--- src/rtl/hstr_pkg.sv ---
// Package for the half-space triangle rasterizer: shared constants and command codes.
`default_nettype none

package hstr_pkg;

  localparam int unsigned COORD_BITS_DEF = 10;

  typedef enum logic {
    CMD_LOAD = 1'b0,
    CMD_STEP = 1'b1
  } cmd_e;

endpackage

`default_nettype wire

--- src/rtl/hstr_edge.sv ---
// One edge function unit: the two cross products and the strict sign test.
`default_nettype none

module hstr_edge #(
  parameter int unsigned COORD_BITS = hstr_pkg::COORD_BITS_DEF
) (
  input  wire logic [COORD_BITS-1:0] px_i,
  input  wire logic [COORD_BITS-1:0] py_i,
  input  wire logic [COORD_BITS-1:0] qx_i,
  input  wire logic [COORD_BITS-1:0] qy_i,
  input  wire logic [COORD_BITS-1:0] x_i,
  input  wire logic [COORD_BITS-1:0] y_i,
  output logic                       neg_o
);

  localparam int unsigned DW = COORD_BITS + 1;
  localparam int unsigned PW = 2 * DW;

  logic signed [DW-1:0] dx, dy, rx, ry;
  logic signed [PW-1:0] prod_a, prod_b;

  assign dx = $signed({1'b0, qx_i}) - $signed({1'b0, px_i});
  assign dy = $signed({1'b0, qy_i}) - $signed({1'b0, py_i});
  assign rx = $signed({1'b0, x_i}) - $signed({1'b0, px_i});
  assign ry = $signed({1'b0, y_i}) - $signed({1'b0, py_i});

  assign prod_a = PW'(dx) * PW'(ry);
  assign prod_b = PW'(dy) * PW'(rx);

  // dx*ry - dy*rx < 0
  assign neg_o = prod_a < prod_b;

endmodule

`default_nettype wire

--- config.mk ---
export PLATFORM = sky130hd
export DESIGN_NAME = hstr_edge
export DESIGN_NICKNAME = d
export VERILOG_FILES = /design/src/rtl/hstr_pkg.sv /design/src/rtl/hstr_edge.sv
export SDC_FILE = /design/constraint.sdc
export NUM_CORES = 1
export LEC_CHECK = 0
export BUFFER_PORTS_ARGS = -buffer_cell sky130_fd_sc_hd__buf_2
export CORE_MARGIN = 2
export CORE_UTILIZATION = 34
export DETAILED_ROUTE_END_ITERATION = 8
export GPL_TIMING_DRIVEN = 0
export PLACE_DENSITY = 0.52
export SYNTH_ARGS = -nofsm -noshare
export SYNTH_HDL_FRONTEND = slang
export SYNTH_SLANG_ARGS = --single-unit
--- constraint.sdc ---
create_clock -name vclk -period 23.8
set_input_delay 2.38 -clock vclk [all_inputs]
set_output_delay 2.38 -clock vclk [all_outputs]
set_load 0.02 [all_outputs]
==> flow_summary.toml <==
[outcome]
result_of_the_run = "finished clean"

[placed_design]
number_of_port_buffers = 61
gp_congestion = 0.822
post_dp_hpwl_um = 26700

[synthesis]
synth_top_cell_area_share = 0.413
yosysWarningCount = 0
synth.cells.most_frequent = "sky130_fd_sc_hd__inv_1 (329), sky130_fd_sc_hd__fa_1 (240), sky130_fd_sc_hd__ha_1 (153)"
yosysSeqAreaShare = 0
post_synth_instance_area_um2 = 11600
post_synth_inst_count = 1347
synth_area_per_cell_um2 = 8.65
synth_top_cells_by_area = "sky130_fd_sc_hd__fa_1 (41%), sky130_fd_sc_hd__ha_1 (16%), sky130_fd_sc_hd__inv_1 (11%)"
yosys.cell_count.top_type = "sky130_fd_sc_hd__inv_1"
syn-num-nets = 1800
largest_area_contributor_in_the_netlist = "sky130_fd_sc_hd__fa_1"
yosysUniqueCellTypes = 55

[timing]
setup_repair_after_global_routing_missed_its_margin = "no"
report.final.setup_viol = 0
tns_ns = 0
hold_violations = 0
finalCritPeriodShare = 0.538
max_slew.worst_pin.slew_ns = 1.02
final_period_minus_worst_setup_slack_ns = 12.79
report.final.slew_viol_count = 0
max_clk_rate_mhz = 78.2
timing.max_slew.rel_slack = 0.313

[finish]
clock_buffer_count = 0
post_route_cells_drive_above_1_share = 0.0724
layout.sequential_cells = 0
regArea_um2 = 0
antenna_cells = 0
finalNetCount = 1863
areaGrowthSynthToFinish_pct = 7.43

[critical_path]
worst-endpoint-required_ns = 21.42
cp_max_fo = 8
critical_path_buf_inv_count = 6
timing.critical_path.slowest_stage_cell = "sky130_fd_sc_hd__fa_1"
category_of_the_critical_setup_timing_path = "in2out"
cp-end-kind = "output port"
critPathArrivalTime_ns = 10.41
worst_path_most_repeated_cell = "sky130_fd_sc_hd__fa_1"
cp-start-kind = "primary input"
slowest_delay_ns = 0.56
worst_path_dominant_cell_family = "adder cells"

[grt]
first_global_vias = 9175
grt_start_max_net_pins = 11
antenna_found_initial = 0
total_global_routing_track_utilization = 0.171
grt_pass1_wl_um = 48300
grt_total_ovfl = 0

[floorplanning]
row_count = 67
ios = 61
floorplan.die.height_um = 189
dieArea_um2 = 35700
initial_core_util = 0.346
die_width_um = 189
core-area_um2 = 33600

[detailed_routing]
detailroute.via_count = 8794
routed_wire_length_per_instance_um = 15.6
drc_viols = 0
final_antenna_net_count = 0
total_iterations_of_the_first_detailed_routing_run = 5
drt_iter0_markers = 509
postRouteWirelength_um = 28900
via_density = 4.74

[job]
drv.max_cap_violation_count = 0

[clock_network]
cts_resized = 0
ctsHoldBuffers = 0
cts.repair_timing.setup_buffer_count = 0

[worst_hold_path]
min_delay_path_class = "in2out"
[through the flow]
stage | area, um^2 | setup slack, ns | utilization | hold slack, ns | instances
after floorplan | 11600 | 12.02 | - | 5.64 | 1347
after global placement | 12500 | 11.05 | 0.372 | 6.23 | 1856
after detailed placement | 12500 | 11.04 | 0.372 | 6.24 | 1856
after CTS | 12500 | 11.00 | 0.372 | 6.25 | 1856
after global routing | 12500 | 10.51 | 0.372 | 6.33 | 1856
final | 12500 | 11.01 | 0.372 | 6.22 | 1856
[path summary, 6_finish.rpt]
kind / start / endpoint / slack [ns] / cells after the start
hold / removal: py_i[0] / neg_o / 6.22 / 9
setup / recovery: qx_i[0] / neg_o / 11.01 / 32
[cells in the final DEF, fill, tap and decap left out, types with 2 or more instances in the layout]
cell	instances
sky130_fd_sc_hd__and2_1	27
sky130_fd_sc_hd__a31o_2	5
sky130_fd_sc_hd__o22a_1	3
sky130_fd_sc_hd__nand2b_1	2
sky130_fd_sc_hd__a211oi_1	5
sky130_fd_sc_hd__xor2_1	34
sky130_fd_sc_hd__a31oi_4	2
sky130_fd_sc_hd__nand4_1	12
sky130_fd_sc_hd__buf_2	69
sky130_fd_sc_hd__nor2_1	132
sky130_fd_sc_hd__nand2_1	108
sky130_fd_sc_hd__clkbuf_1	15
sky130_fd_sc_hd__xnor2_1	62
sky130_fd_sc_hd__a211o_1	3
sky130_fd_sc_hd__o21bai_1	17
sky130_fd_sc_hd__a211oi_2	2
sky130_fd_sc_hd__a21oi_1	41
sky130_fd_sc_hd__xor2_2	2
sky130_fd_sc_hd__o211ai_1	2
sky130_fd_sc_hd__or2_2	7
sky130_fd_sc_hd__nor2b_1	22
sky130_fd_sc_hd__inv_1	329
sky130_fd_sc_hd__nand3_1	2
sky130_fd_sc_hd__or3_1	5
sky130_fd_sc_hd__fa_1	240
sky130_fd_sc_hd__buf_6	2
sky130_fd_sc_hd__nor3_1	13
sky130_fd_sc_hd__ha_1	153
sky130_fd_sc_hd__a21oi_4	2
sky130_fd_sc_hd__o2111ai_1	2
sky130_fd_sc_hd__o21a_1	12
sky130_fd_sc_hd__a31oi_1	2
sky130_fd_sc_hd__a21oi_2	6
sky130_fd_sc_hd__a21o_1	21
sky130_fd_sc_hd__o21ai_0	25
sky130_fd_sc_hd__a2111oi_0	2
sky130_fd_sc_hd__o21ai_1	2
[final cells by class]
| type | count | area (um^2) |
|---|---|---|
| plain buffers | 25 | 119 |
| fillers | 3515 | 21100 |
| inverters | 329 | 1230 |
| multi-input cells | 993 | 10300 |
| well taps | 448 | 561 |
| repair buffers | 61 | 305 |
[metal layers]
metal,part of all wire,track usage
met1,0.47,0.247
met2,0.47,0.284
met3,0.038,0.00649
met4,0.025,0.0355
met5,0,0
[logic make-up after synthesis]
kind of cell | share of synthesized area
buffers and inverters | 0.116
muxes | 0.000860
AOI/OAI and AO/OA | 0.102
and+or+nand+nor | 0.129
xor gates and xnor gates | 0.0750
adders and majority gates | 0.577
Power is not shown: default switching activity piles up to over one toggle a cycle in this logic, so the estimate is an artifact.
